File: src/sv/gcfs_ram.sv
`default_nettype none
module gcfs_ram #(
   parameter int WIDTH = 16,
   parameter int DEPTH = 64,
   parameter int AW    = (DEPTH > 1) ? $clog2(DEPTH) : 1
) (
   input  wire logic             clock,
   input  wire logic             wr_en,
   input  wire logic [AW-1:0]    wr_addr,
   input  wire logic [WIDTH-1:0] wr_data,
   input  wire logic [AW-1:0]    rd_addr,
   output logic      [WIDTH-1:0] rd_data
);

   logic [WIDTH-1:0] mem_ff [DEPTH];

   always_ff @(posedge clock) begin
      if (wr_en) begin
         mem_ff[wr_addr] <= wr_data;
      end
      rd_data <= mem_ff[rd_addr];
   end

endmodule
`default_nettype wire

File: config.mk
export PLATFORM = sky130hd
export DESIGN_NAME = gcfs_ram
export DESIGN_NICKNAME = d
export VERILOG_FILES = /design/src/sv/gcfs_ram.sv
export SDC_FILE = /design/constraint.sdc
export NUM_CORES = 1
export LEC_CHECK = 0
export BUFFER_PORTS_ARGS = -buffer_cell sky130_fd_sc_hd__buf_2
export CORE_AREA = 5 5 265 396
export DETAILED_ROUTE_END_ITERATION = 6
export DIE_AREA = 0 0 270 401
export PLACE_DENSITY = 0.55
export SYNTH_ARGS = -nofsm -noshare
export SYNTH_HDL_FRONTEND = slang
export SYNTH_SLANG_ARGS = --single-unit
File: constraint.sdc
create_clock -name clock -period 7.2 [get_ports clock]
set_input_delay 1.44 -clock clock [delete_from_list [all_inputs] [get_ports clock]]
set_output_delay 1.44 -clock clock [all_outputs]
set_load 0.02 [all_outputs]
==> results of run 1 <==
[power groups by stage]
stage / logic [mW] / clock network [mW] / registers (mW)
2_1_floorplan: 0.347 / 0 / 6.86
3_3_place_gp: 0.638 / 0 / 6.85
3_5_place_dp: 0.647 / 0 / 6.86
4_1_cts: 0.647 / 5.05 / 6.73
5_1_grt: 0.670 / 5.29 / 6.72
6_report: 0.634 / 4.95 / 6.73
[area by class of cell]
cell class | instances | area [µm²] | area share [%]
multi-input combinational | 685 | 8270 | 18.4
sequential | 1040 | 31100 | 69.0
antenna | 5 | 12.5 | 0.0278
timing repair buffer | 141 | 1030 | 2.30
clock buffer | 107 | 2390 | 5.31
clock inverter | 59 | 601 | 1.33
tap | 1305 | 1630 | 3.63
[routing by layer]
metal | GRT usage, % | vias to the layer above
li1 | - | 7922
met1 | 22.8 | 9857
met2 | 31.8 | 564
met3 | 3.06 | 164
met4 | 8.17 | 12
met5 | 0 | -
[worst max-delay path: cells and delay by family]
family	cells	cell delay (ns)
buffers and inverters	2	1.04
muxes	2	0.89
AOI/OAI and AO/OA	2	1.09
[stage by stage]
| stage | util (%) | instance area, µm² |
|---|---|---|
| 6_report | 44.5 | 45000 |
| 5_1_grt | 44.5 | 45000 |
| 4_1_cts | 44.5 | 45000 |
| 3_5_place_dp | 41.6 | 42000 |
| 3_3_place_gp | 41.6 | 42000 |
| 2_1_floorplan | - | 40000 |
[flip-flops by register name, indices dropped and copies added (netlist names)]
register,flops
mem_ff,1024
rd_data,16
[how the worst max path moves through the flow]
stage          slack, ns            end
2_1_floorplan       3.73  mem_ff[48][0]
3_3_place_gp        2.40    rd_data[13]
3_5_place_dp        2.42    rd_data[13]
4_1_cts             3.16    rd_data[13]
5_1_grt             2.95    rd_data[13]
6_report            3.03    rd_data[13]
[placed cells by master, fill, tap and decap left out, drive strengths merged, types with 2 or more instances in the layout]
cell type  count
a31oi          8
and2           2
nor3           2
clkbuf       107
nand3b         2
o21ai          8
nand2         60
mux2i         85
a22oi         39
dfxtp         16
nand4         12
clkinvlp       3
a22o           6
a41oi          5
a21oi         17
nor2b         30
a221o          6
nand2b         3
mux2          27
a311oi         8
a211oi         8
diode          5
mux4         224
nor2          74
nor4           3
a221oi        16
inv            4
nand3         24
bufinv        11
buf          141
clkinv        41
edfxtp      1024
and4           5
a211o          8
[cells by family after synthesis]
logic type,count (synthesis)
mux,336
buf+inv,104
flops,1040
simple gates,220
compound gates,129
[cell usage after synthesis (2+ instances only)]
library cell  count
a41oi_1           5
buf_1             3
nor2_1           72
clkbuf_1         24
and2_1            2
mux2_2           27
nand2b_1          3
a211oi_1          8
mux2i_1          85
nor3_1            2
nor2_2            2
buf_4            13
mux4_1            4
buf_2            36
nand3_1          24
mux4_2          220
buf_12            5
nand2_1          59
clkbuf_2          2
o21ai_0           5
a31oi_1           8
edfxtp_1       1024
a211o_1           8
nand3b_1          2
nand4_1          12
nor2b_1          30
buf_8             3
o21ai_1           3
dfxtp_1          16
a22o_1            6
a221o_1           6
and4_1            5
buf_6            17
a311oi_1          8
a221oi_1         16
nor4_2            3
a22oi_1          39
a21oi_1          17
==> results by group, run 1 <==
Placement
  – Gpl congestion: 0.787
  – Post-Place Setup Slack: around 2.4 ns
  – DP HPWL: 59.3 mm
  – IO Port Bufs: 45
  – Dpl cells: 3171

STA
  – Pins Over Slew Limit: 0
  – Final hold violation count: 0
  – Setup TNS: 0 ns
  – Worst-margin pin slew: about 1.3 ns
  – Final period util: 58.0%
  – Maximum clock frequency: 240 MHz
  – Final setup fails: 0
  – Final worst slack: between 3 and 4 ns
  – Slew margin rel.: 16.5%
  – Clock Skews: 0.0296 ns
  – Unrepaired setup endpoints after global routing: false
  – Fin Hold WS: 0.859 ns
  – Tmin final: 4.17 ns

Logic synthesis
  – Area share of the largest cell type after synthesis: 76.8%
  – Synthesis-stage register bit count: 1040
  – Ys Warns: 0
  – Compound-Gate Fraction of Synth Area: about 2.4%
  – Mapped cell area: 40000 µm²
  – Main combinational cell family by area after synthesis: multiplexers
  – Post-synth net total: ~1.9k
  – Top post-synthesis cells by area: edfxtp_1 (77%), mux4_2 (12%), mux2i_1 (2.1%), dfxtp_1 (0.80%), mux2_2 (0.76%)
  – Mux cell area share after synthesis: roughly 16%
  – Simple-Gate Fraction of Synth Area: roughly 2.6%
  – Cell count after synthesis: roughly 1.8k
  – Register area share after synthesis: 77.6%
  – Post-Synth XOR/XNOR Area: 0%
  – Top_reg_cell synth: edfxtp_1
  – Adder-Cell Fraction of Synth Area: 0%
  – Syn Area/Cell: 21.9 µm²
  – Yosys cell types: 43
  – Largest area contributor in the netlist: edfxtp_1
  – Share of synthesized flip-flops with an asynchronous set or reset: 0%
  – Post-synth EDFFs: between 1k and 1.5k

Global routing
  – Largest net degree at the start of global routing: 90
  – Antenna violations before repair: 13
  – Vias in the first global route: 19.5k
  – Overall routing resource usage: 18.4%
  – GRT overflow: 0
  – Global-route wire length before repair: 144 mm

Power and ir drop
  – Clock network fraction of design power: 40.2%
  – Logic pwr share: 5.1%
  – Power Dens Cells: 273 nW/µm²
  – Final Power: 12.3 mW
  – Sw Pwr: 2.61 mW
  – Worst VDD drop: 0.169 mV
  – Leakage: 14.1 nW
  – Sw Share: 21.2%
  – Internal: 9.69 mW
  – Sequential share of power: 54.6%

Clocking
  – TritonCTS Buffers: 92
  – CTS tree: yes
  – Clk sink count: 1040
  – Hold_buf cts: 0
  – Clock transition at path regs: 0.07 ns
  – Skew-Pair Late Insertion Delay: 0.69 ns
  – CTS max path bufs: 3
  – Root Buffer: clkbuf_16
  – H-tree depth: 3
  – Post-CTS Resized: 0
  – Postcts setup bufs: 0

Detailed routing
  – Antenna-violating nets left: 0
  – Pre-antenna DRT Iters: 5
  – DRC: 0
  – Metal2 WL: 51.8 mm
  – Vias per cell: roughly 5.5
  – Top routing layer used: met5
  – Post-Route M1 WL: just under 40 mm
  – Routed wl met3: around 5.1 mm
  – DR vias: 18.5k
  – Drt initial violations: ~1.7k
  – WL per Instance: 30.0 µm
  – Post-Route WL: 100 mm

Worst setup path
  – Critical Path Start: rd_addr[0]
  – R2R Setup Slk: 4.76 ns
  – FF-to-FF path depth: 4
  – Slowest CP cell: a221oi_1
  – Crit Path Max Fanout: 75
  – Crit Path Class: in -> reg
  – Reg2Reg Capture Point: rd_data[13]
  – Worst path max stage delay: between 0.8 and 0.9 ns
  – Critical Path AT: 4.67 ns
  – CP required: 7.70 ns
  – Critical Path End Type: flip-flop
  – Worst path cell trace: buf_8 > buf_12 > mux4_2 > mux2_2 > a221oi_1 > a311oi_1
  – Startpoint Class: input pin
  – Worst R2R Start: mem_ff[63][13]

Die
  – Die outline height: 401 µm
  – Die area: 108000 µm²
  – Num ports: 46
  – Die W: 270 µm
  – Rows: 143
  – CORE AREA: roughly 100000 µm²
  – Starting density of the core: between 30% and 40%

Flow run
  – Max-cap violation count: 0

Min path
  – Worst min path class: reg -> reg
  – Min-delay src: mem_ff[1][10]
  – Worst Hold Path Cells: 4
  – Min-Delay Endpoint: rd_data[10]

Layout
  – # nets final: just under 2k
  – Layout cells sized above 1: 26.3%
  – Fillcell total: 8481
  – Area Overhead vs Synth: 12.4%
  – Final non-filler cell total: 3342

Outcome
  – Status: finished, final reports clean
Power figures use the tool's default switching activity.
==> run 2, diff against run 1 <==
- clock period: 7.2 -> 4 ns (I/O delays scaled with it)
==> run 2 against run 1 <==
Die area is the same. Register-to-register slack lost 2.8 ns. First-iteration DRC count shrank 1.1%. Cell area grew 1.1%. Worst hold slack lost 0.15 ns. Total power grew 83%. Core utilization grew 0.49 points. Sequential share of layout area shrank 0.76 points. Clock skew grew 0.0063 ns. Combinational power grew 89%. Routed wire length grew 4.3%. Critical path type unchanged. Largest cell class unchanged.
==> results by group, run 2 (synthesis results as in run 1) <==
STA
  – Maximum clock frequency: 363 MHz
  – Final setup fails: 0
  – Final hold violation count: 0
  – Clock Skews: 0.0360 ns
  – Tmin final: 2.75 ns
  – Unrepaired setup endpoints after global routing: false
  – Final period util: 68.8%
  – Final worst slack: around 1.2 ns
  – Pins Over Slew Limit: 0
  – Slew margin rel.: between 10 and 15%
  – Worst-margin pin slew: between 1 and 1.5 ns
  – Setup TNS: 0 ns

Die
  – Die area: 108000 µm²
  – CORE AREA: 101000 µm²
  – Starting density of the core: between 30% and 40%
  – Die outline height: 401 µm
  – Die W: 270 µm
  – Rows: 143
  – Num ports: 46

Global routing
  – Vias in the first global route: 20.0k
  – GRT overflow: 0
  – Global-route wire length before repair: 150 mm
  – Overall routing resource usage: 19.2%
  – Antenna violations before repair: 5
  – Largest net degree at the start of global routing: 65

Worst setup path
  – Critical Path End Type: flip-flop
  – Startpoint Class: input pin
  – CP required: 4.56 ns
  – Critical Path AT: 3.31 ns
  – Crit Path Max Fanout: 26
  – Crit Path Class: in -> reg

Layout
  – Reg area: 31100 µm²
  – # nets final: 2041
  – Max FFs per register: 1024
  – Final Instance Area: 45500 µm²
  – Most common cell after layout, fill and taps aside: edfxtp_1
  – Most frequent cells in the layout: edfxtp_1 (1024), mux4_2 (220), buf_4 (138)
  – Layout cells sized above 1: 27.8%
  – Fillcell total: roughly 8.4k
  – Area of the multi-input gates: 8250 µm²
  – Area Overhead vs Synth: 13.7%
  – Top flop regs: mem_ff x1024, rd_data x16
  – Top reg by flops: mem_ff

Clocking
  – TritonCTS Buffers: a little over 90
  – Hold_buf cts: 0
  – Clk sink count: 1040
  – Post-CTS Resized: 0
  – H-tree depth: 3
  – Postcts setup bufs: 0
  – Root Buffer: clkbuf_16
  – Skew-Pair Late Insertion Delay: 0.69 ns
  – CTS tree: yes
  – Clock transition at path regs: around 0.070 ns
  – CTS max path bufs: 3

Detailed routing
  – WL per Instance: 30.8 µm
  – Top routing layer used: met5
  – Routed wl met3: around 4.5 mm
  – Vias per cell: ~5.6
  – Metal2 WL: 57.3 mm
  – DR vias: ~19k
  – Antenna-violating nets left: 0
  – Pre-antenna DRT Iters: 6
  – DRC: 0
  – Drt initial violations: roughly 1.7k
  – Post-Route M1 WL: roughly 40 mm
  – Post-Route WL: 105 mm

Power and ir drop
  – Leakage: between 10 and 15 nW
  – Clock network fraction of design power: 40.8%
  – Power Dens Cells: between 400 and 500 nW/µm²
  – Worst VDD drop: 0.340 mV
  – Internal: 17.7 mW
  – Sw Share: 21.1%
  – Sequential share of power: between 50% and 60%
  – Sw Pwr: roughly 4.7 mW
  – Final Power: 22.5 mW
  – Logic pwr share: 5.3%

Placement
  – DP HPWL: about 66 mm
  – IO Port Bufs: 45
  – Gpl congestion: 0.833
  – Post-Place Setup Slack: 0.510 ns
  – Post-DP Area: 42400 µm²

Outcome
  – Status: finished, final reports clean

Flow run
  – Max-cap violation count: 0

Min path
  – Worst min path class: in -> reg
-- run 2: final timing paths --
check	slack [ns]	to	startpoint	depth (start not counted)
worst min-delay path	0.71	mem_ff[6][2]	wr_data[2]	1
worst max-delay path	1.25	rd_data[14]	rd_addr[0]	8
worst min register to register	0.83	rd_data[5]	mem_ff[62][5]	5
worst max register to register	1.91	rd_data[9]	mem_ff[22][9]	5
-- run 2: power groups by stage --
stage | clock [mW] | combinational [mW] | sequential (mW)
final | 9.17 | 1.20 | 12.1
after global routing | 9.80 | 1.26 | 12.1
after global placement | 0 | 1.21 | 12.3
after CTS | 9.34 | 1.22 | 12.1
after detailed placement | 0 | 1.22 | 12.3
after floorplan | 0 | 0.625 | 12.3
-- run 2: per-layer routing --
metal / vias up / global-route usage [%]
met5: - / 0
met4: 6 / 5.80
met3: 140 / 2.62
met2: 492 / 35.5
met1: 10300 / 23.3
li1: 8027 / -
-- run 2: area by class of cell --
| type | count | area share (%) |
|---|---|---|
| Sequential cell | 1040 | 68.3 |
| Multi-Input combinational cell | 685 | 18.1 |
| Clock buffer | 122 | 5.54 |
| Tap cell | 1305 | 3.59 |
| Clock inverter | 52 | 1.29 |
| Timing Repair Buffer | 191 | 3.18 |
| Antenna cell | 2 | 0.0110 |
-- run 2: through the flow --
stage / std cells / utilization [%] / hold slack, ns
finish: 3397 / 45.0 / 0.708
global placement: 3221 / 41.9 / 0.827
CTS: 3395 / 45.0 / 0.661
global route: 3395 / 45.0 / 0.699
detailed placement: 3221 / 41.9 / 0.821
floorplan: 1829 / - / 0.750
-- run 2: worst max-delay path: stages --
cell     delay [ns]
buf_8          0.33
buf_12         0.25
buf_4          0.30
mux4_2         0.54
mux2_2         0.31
nand2_1        0.07
nand4_1        0.34
and4_1         0.30
