**src/sv/gcfs_div.sv**
```systemverilog
`default_nettype none
module gcfs_div #(
   parameter int MAG_W = 41
) (
   input  wire logic             clock,
   input  wire logic             reset,
   input  wire logic             start,
   input  wire logic [MAG_W-1:0] mag,
   input  wire logic [31:0]      den,
   output logic                  done,
   output logic      [31:0]      quotient
);

   localparam int NW = MAG_W + 16;

   logic        busy_ff, busy_in;
   logic        done_ff, done_in;
   logic [5:0]  cnt_ff, cnt_in;
   logic [32:0] rem_ff, rem_in;
   logic [31:0] lo_ff, lo_in;
   logic [31:0] q_ff, q_in;
   logic [31:0] den_ff, den_in;
   logic [NW-1:0] num;
   logic [32:0] trial;

   always_comb begin
      num     = {mag, 16'b0};
      trial   = {rem_ff[31:0], lo_ff[31]};
      busy_in = busy_ff;
      done_in = 1'b0;
      cnt_in  = cnt_ff;
      rem_in  = rem_ff;
      lo_in   = lo_ff;
      q_in    = q_ff;
      den_in  = den_ff;
      if (start) begin
         den_in = den;
         if (64'(mag) >= {16'b0, den, 16'b0}) begin
            q_in    = '1;
            done_in = 1'b1;
         end else begin
            rem_in  = 33'(num >> 32);
            lo_in   = num[31:0];
            cnt_in  = 6'd32;
            busy_in = 1'b1;
         end
      end else if (busy_ff) begin
         if (trial >= {1'b0, den_ff}) begin
            rem_in = trial - {1'b0, den_ff};
            q_in   = {q_ff[30:0], 1'b1};
         end else begin
            rem_in = trial;
            q_in   = {q_ff[30:0], 1'b0};
         end
         lo_in  = {lo_ff[30:0], 1'b0};
         cnt_in = cnt_ff - 6'd1;
         if (cnt_ff == 6'd1) begin
            busy_in = 1'b0;
            done_in = 1'b1;
         end
      end
   end

   always_ff @(posedge clock) begin
      if (reset) begin
         busy_ff <= 1'b0;
         done_ff <= 1'b0;
      end else begin
         busy_ff <= busy_in;
         done_ff <= done_in;
      end
      cnt_ff <= cnt_in;
      rem_ff <= rem_in;
      lo_ff  <= lo_in;
      q_ff   <= q_in;
      den_ff <= den_in;
   end

   assign done     = done_ff;
   assign quotient = q_ff;

endmodule
`default_nettype wire

```
**config.mk**
```make
export PLATFORM = sky130hd
export DESIGN_NAME = gcfs_div
export DESIGN_NICKNAME = d
export VERILOG_FILES = /design/src/sv/gcfs_div.sv
export SDC_FILE = /design/constraint.sdc
export NUM_CORES = 1
export LEC_CHECK = 0
export BUFFER_PORTS_ARGS = -buffer_cell sky130_fd_sc_hd__buf_4
export CORE_UTILIZATION = 53
export CTS_CLUSTER_SIZE = 30
export DETAILED_ROUTE_END_ITERATION = 8
export PLACE_DENSITY = 0.81
export SLEW_MARGIN = 10
export SYNTH_ARGS = -nofsm -noshare
export SYNTH_HDL_FRONTEND = slang
export SYNTH_SLANG_ARGS = --single-unit
```
**constraint.sdc**
```tcl
create_clock -name clock -period 3.1 [get_ports clock]
set_input_delay 0 -clock clock [delete_from_list [all_inputs] [get_ports clock]]
set_output_delay 0 -clock clock [all_outputs]
set_load 0.05 [all_outputs]
```
==> flow_summary.json, run 1 <==
{
  "cts_buffers": 17,
  "synth-edff-count": 118,
  "hpwl_um": 11900,
  "die_w_um": 121,
  "drc": 0,
  "final_common_cell": "buf_4",
  "seq_area_frac_synth_pct": 48.1,
  "syn_area_per_cell_um2": 11.4,
  "min_period_ns": 3.23,
  "pre_cts_slack_ns": -0.185,
  "grt.overflow.total": 0,
  "layout-drive-gt1-share_pct": 37.8,
  "fin_skew_ns": 0.0114,
  "path_class": "register to register",
  "utilization_pct": 79.2,
  "multi_input_area_um2": 3830,
  "fmax_mhz": 310,
  "io_buffers": 108,
  "crit_path_end_kind": "register",
  "clkSlewWorstSetupHoldPaths_ns": 0.06,
  "yosysWarnings": 0,
  "async_reset_ff_share_pct": 0,
  "dr_total_vias": 6328,
  "start_util_pct": 55.2,
  "wl_um": 21900,
  "drv_cap": 0,
  "insertion_delay_ns": 0.43,
  "vias_per_cell": 5.81,
  "antenna_cells": 0,
  "grt_max_degree": 90,
  "ys_ff_latch": 120,
  "dieArea_um2": 14500,
  "io_pins": 109,
  "placementRows": 42,
  "setup_ws_ns": -0.130,
  "wl_per_cell_um": 20.1,
  "clockBufferDepth": 2,
  "regArea_um2": 3580,
  "synth_area_um2": 7460,
  "setup_violations": 23,
  "cts_max_level": 4,
  "fin_nets": 1036,
  "chipHeight_um": 121,
  "final.period_utilization_pct": 104,
  "peakVddDrop_mv": 0.565,
  "track_usage_pct": 27.7,
  "start_kind": "register",
  "cpMaxStageDelayCell": "edfxtp_1",
  "mostFrequentLayoutCells": "163 x buf_4, 118 x edfxtp_1, 73 x dlygate4sd3_1",
  "core_area_um2": 13500,
  "syn_nets": 791,
  "grt_pass1_vias": 6313,
  "cp_slowest_stage_delay_ns": 0.40,
  "clockRootBuffer": "clkbuf_16",
  "status": "finished, violations left",
  "drtAntennaViolNets": 0,
  "finalSetupTns_ns": -1.16,
  "rsz0062_at_grt": "yes",
  "antenna_found_initial": 0,
  "drt_iter0_drc": 589,
  "p_leak_nw": 4.60,
  "maxSlewViolCount": 0,
  "crit_arrival_ns": 3.40,
  "yosysUniqueCellTypes": 70,
  "grt_pass1_wl_um": 31000,
  "crit_chain": "inv_2, ha_4, inv_2, fa_2, a21o_1, a221oi_2, nor2_1, a211o_1, a21o_1, a21oi_2, xnor2_1, mux2_2, mux2_2",
  "power_density_nw_per_um2": 883,
  "cts_sinks": 120,
  "first_pass_iters": 5,
  "cp.required_ns": 3.27,
  "slew_headroom_pct": 39.1,
  "worst_pin_slew_ns": 0.914,
  "synthFlopType": "edfxtp_1",
  "area_growth_pct": 43.5,
  "violations": "negative setup slack",
  "syn_inst": 655,
  "globalplace.congestion": 0.876,
  "hp-class": "input port to register",
  "final-hold-violation-count": 0,
  "worstPathMaxFanout": 5,
  "nFillCells": 736,
  "cts_tree": "done"
}
[worst max-delay path, delay by kind of cell (launching register included)]
family / cells / cell delay, ns
and+or+nand+nor: 1 / 0.11
adders and majority gates: 2 / 0.47
DFF: 1 / 0.40
AOI/OAI and AO/OA: 5 / 1.25
buffers and inverters: 2 / 0.16
xor gates and xnor gates: 1 / 0.08
muxes: 2 / 0.51
[registers in the layout (all words and copies together), names as in the netlist]
signal    count
rem_ff       32
den_ff       32
cnt_ff        6
lo_ff        16
quotient     32
busy_ff       1
done          1
[layer usage]
metal	vias to the layer above	track usage, %	routed length (um)
met5	-	0	0
met4	0	10.9	826
met2	332	49.3	11500
met1	3041	32.9	8200
li1	2881	-	-
met3	74	5.19	1370
[layout make-up]
| class | count | share of cell area (%) |
|---|---|---|
| multi-input cells | 438 | 35.8 |
| repair buffers | 248 | 20.4 |
| clock inverters | 8 | 1.13 |
| inverters | 75 | 2.63 |
| clock buffers | 24 | 4.50 |
| well taps | 176 | 2.06 |
| flip-flops and latches | 120 | 33.5 |
[kinds of logic after synthesis]
family / share of synthesized area, %
AO/OA/AOI/OAI: 12.4
AND/OR/NAND/NOR: 11.3
flip-flops: 48.1
adder cells (fa/ha/maj): 10.2
buffers and inverters: 5.20
XOR/XNOR: 3.52
multiplexers: 9.36
[stage by stage]
| stage | power, W | hold WS [ns] | cell area, um^2 | cells |
|---|---|---|---|---|
| 6_report | 0.00944 | 0.108 | 10700 | 1089 |
| 5_1_grt | 0.00982 | 0.187 | 10700 | 1089 |
| 4_1_cts | 0.00836 | 0.0412 | 10300 | 1081 |
| 3_5_place_dp | 0.00601 | 0.185 | 8670 | 946 |
| 3_3_place_gp | 0.00586 | 0.173 | 8670 | 946 |
| 2_1_floorplan | 0.00502 | 0.0691 | 7460 | 655 |
[power by group]
part,internal [W],total [W],switching (W)
combinational,0.00258,0.00499,0.00241
sequential,0.00220,0.00240,0.000204
clock,0.00132,0.00205,0.000723
[synth_stat cells, types with 2 or more instances]
cell type,number,area share [%]
o41ai_2,2,0.44
nand3_1,6,0.40
o21bai_1,3,0.30
nor3_1,7,0.47
a21o_1,16,1.6
xor2_1,7,0.82
a21oi_1,33,2.2
o21a_1,7,0.70
nand4_1,9,0.76
buf_6,2,0.30
nor4b_1,3,0.35
nor4_1,6,0.50
nand2_1,29,1.5
nor2b_1,8,0.67
nand3b_1,2,0.20
o21ai_0,21,1.4
a221o_1,3,0.40
buf_1,3,0.15
nor2_1,33,1.7
o311ai_0,2,0.23
o21ai_1,2,0.13
dfxtp_1,2,0.54
or2_2,32,2.7
mux2i_1,9,1.2
edfxtp_1,118,48
buf_4,2,0.20
mux2_1,18,2.7
and2_1,3,0.25
a211o_1,4,0.47
clkbuf_1,14,0.70
inv_1,75,3.8
and3_1,3,0.25
xnor2_1,23,2.7
ha_1,59,9.9
mux2_2,36,5.4
o211ai_1,3,0.30
o31ai_1,2,0.20
a21boi_0,3,0.30
a211oi_1,2,0.20
a31oi_1,6,0.50
nand2b_1,8,0.67
[path summary, 6_finish.rpt]
path | slack (ns) | cells past startpoint | endpoint | start
worst max-delay path | -0.13 | 13 | rem_ff[16]$_DFFE_PP_ | lo_ff[31]$_DFFE_PP_
worst max register to register | -0.13 | 13 | rem_ff[16]$_DFFE_PP_ | lo_ff[31]$_DFFE_PP_
worst min register to register | 0.48 | 2 | done$_SDFF_PP0_ | busy_ff$_SDFFE_PP0P_
worst min-delay path | 0.11 | 3 | rem_ff[24]$_DFFE_PP_ | mag[40]
[what timing repair did]
item	CTS	global route
cloned	0	3
resized for setup	12	70
pin swaps	15	21
hold buffers	73	0
endpoints found under the hold margin	74	0
setup buffers	30	9
endpoints found under the setup margin	22	113
(Power assumes the default switching activity.)
==> run 2: changes to the inputs <==
--- a/config.mk
+++ b/config.mk
@@ -6,10 +6,12 @@
 export NUM_CORES = 1
 export LEC_CHECK = 0
 export BUFFER_PORTS_ARGS = -buffer_cell sky130_fd_sc_hd__buf_4
-export CORE_UTILIZATION = 53
+export CELL_PAD_IN_SITES_DETAIL_PLACEMENT = 2
+export CELL_PAD_IN_SITES_GLOBAL_PLACEMENT = 2
+export CORE_UTILIZATION = 38
 export CTS_CLUSTER_SIZE = 30
 export DETAILED_ROUTE_END_ITERATION = 8
-export PLACE_DENSITY = 0.81
+export PLACE_DENSITY = 0.83
 export SLEW_MARGIN = 10
 export SYNTH_ARGS = -nofsm -noshare
 export SYNTH_HDL_FRONTEND = slang
==> constraint.sdc (replaced) <==
create_clock -name clock -period 3.2 [get_ports clock]
set_input_delay 0 -clock clock [delete_from_list [all_inputs] [get_ports clock]]
set_output_delay 0 -clock clock [all_outputs]
set_load 0.05 [all_outputs]
==> run 2 against run 1 <==
Net effect:
- the run still ends with negative setup slack left
- maximum frequency decreased by 7.9%
- cell area increased by 0.25%
- first-iteration DRC count decreased by 18%
- sequential power about the same
- critical path depth decreased by 2
- largest power group unchanged
==> flow_summary.json, run 2 (synthesis gave the netlist of run 1 again) <==
{
  "globalplace.congestion": 0.800,
  "hpwl_um": 16700,
  "setup.worst_path.start": "rem_ff[27]$_SDFFCE_PP0P_",
  "antenna_cells": 0,
  "cts_max_level": 4,
  "antenna_found_initial": 0,
  "peakVddDrop_mv": 0.407,
  "min_period_ns": 3.51,
  "dieArea_um2": 20200,
  "start_util_pct": 39.3,
  "fin_nets": 1021,
  "placed_area_um2": 8780,
  "drt_iter0_drc": 485,
  "start_kind": "register",
  "cts_tree": "done",
  "wl_um": 36900,
  "layout-drive-gt1-share_pct": 37.4,
  "cp_slowest_stage_delay_ns": 0.45,
  "io_pins": 109,
  "final_common_cell": "buf_4",
  "cpMaxStageDelayCell": "ha_1",
  "clockRootBuffer": "clkbuf_16",
  "cts_buffers": 17,
  "path_class": "register to register",
  "drtAntennaViolNets": 0,
  "r2r-start": "rem_ff[27]$_SDFFCE_PP0P_",
  "final.period_utilization_pct": 110,
  "whs_ns": 0.00842,
  "crit_arrival_ns": 3.70,
  "design_area_um2": 10700,
  "wl_per_cell_um": 31.9,
  "worst_pin_slew_ns": 0.635,
  "grt_pass1_wl_um": 45300,
  "fin_skew_ns": 0.0124,
  "area_growth_pct": 43.8,
  "worstPathMaxFanout": 8,
  "mostFrequentLayoutCells": "149 x buf_4, 118 x edfxtp_1, 73 x dlygate4sd3_1",
  "fmax_mhz": 285,
  "chipHeight_um": 142,
  "clockBufferDepth": 2,
  "rsz0062_at_grt": "yes",
  "status": "finished, violations left",
  "grt.overflow.total": 0,
  "first_pass_iters": 5,
  "io_buffers": 108,
  "setup_ws_ns": -0.306,
  "clkSlewWorstSetupHoldPaths_ns": 0.07,
  "total_power_w": 0.0101,
  "crit_chain": "ha_1, and2_1, o21ai_1, a21boi_0, o21ai_0, nand3_1, a21oi_4, buf_12, buf_12, mux2_4, mux2_4",
  "insertion_delay_ns": 0.46,
  "hold_start": "start",
  "die_w_um": 142,
  "power_density_nw_per_um2": 939,
  "dpl.cell_count": 1030,
  "grt_pass1_vias": 7392,
  "track_usage_pct": 31.2,
  "drv_cap": 0,
  "pre_cts_slack_ns": -0.234,
  "violations": "negative setup slack",
  "vias_per_cell": 5.87,
  "setup_violations": 32,
  "p_leak_nw": 4.52,
  "layout.cells.non_filler": 1158,
  "crit_path_end_kind": "register",
  "cp.required_ns": 3.40,
  "cts_sinks": 120,
  "placementRows": 50,
  "final-hold-violation-count": 0,
  "maxSlewViolCount": 0,
  "slew_headroom_pct": 57.1,
  "grt_max_degree": 75,
  "drc": 0,
  "hp-class": "input port to register",
  "core_area_um2": 19000,
  "dr_total_vias": 6794
}
==> run 2: changes by cell type in the layout (fill, tap and decap cells not counted), moves of 4 or more <==
cell	change
o21ai_0	-4
o21ai_1	+4
buf_4	-14
mux2_2	-4
mux2_4	+4
inv_6	+4
clkbuf_1	-4
==> run 2: cell type report <==
type,count,area (um^2)
repair buffers,233,2070
fillers,1781,8230
multi-input cells,438,3930
clock buffers,17,425
clock inverters,15,103
flip-flops and latches,120,3580
inverters,75,282
well taps,260,325
==> run 2: through the flow <==
stage | TNS [ns] | util, %
detailed placement | -3.86 | 46.3
floorplan | 0 | -
CTS | 0 | 54.1
global placement | -0.0308 | 46.3
global route | -8.78 | 56.6
finish | -7.55 | 56.6
==> run 2: per-layer routing <==
metal / global-route usage, % / wire length [um]
met5: 0 / 0
met4: 16.2 / 1950
met3: 5.89 / 1880
met2: 59.2 / 19700
met1: 32.5 / 13400
==> run 2: worst paths after layout <==
check	to	slack (ns)	depth (start not counted)
hold / removal	den_ff[3]$_DFFE_PP_	0.008	1
setup reg to reg	rem_ff[11]$_DFFE_PP_	-0.31	11
hold reg to reg	quotient[25]$_SDFFCE_PP1P_	0.55	1
setup / recovery	rem_ff[11]$_DFFE_PP_	-0.31	11
==> run 2: where the power goes <==
part	switching (W)	internal (W)
combinational	0.00319	0.00263
clock	0.000880	0.000988
sequential	0.000255	0.00213
==> run 2: timing repair <==
action                                  in CTS  in global routing
endpoints found under the hold margin       74                  0
resized for setup                           22                 81
setup buffers                                8                 13
endpoints found under the setup margin      27                 84
pin swaps                                   14                 20
hold buffers                                73                  0
cloned                                       1                  2
==> run 2: critical path, delay by kind of cell, from the launching register on <==
kind | cells | cell delay, ns
compound gates | 4 | 1.02
fa+ha+maj | 1 | 0.45
buf+inv | 2 | 0.30
flops | 1 | 0.43
mux | 2 | 0.60
simple gates | 2 | 0.45
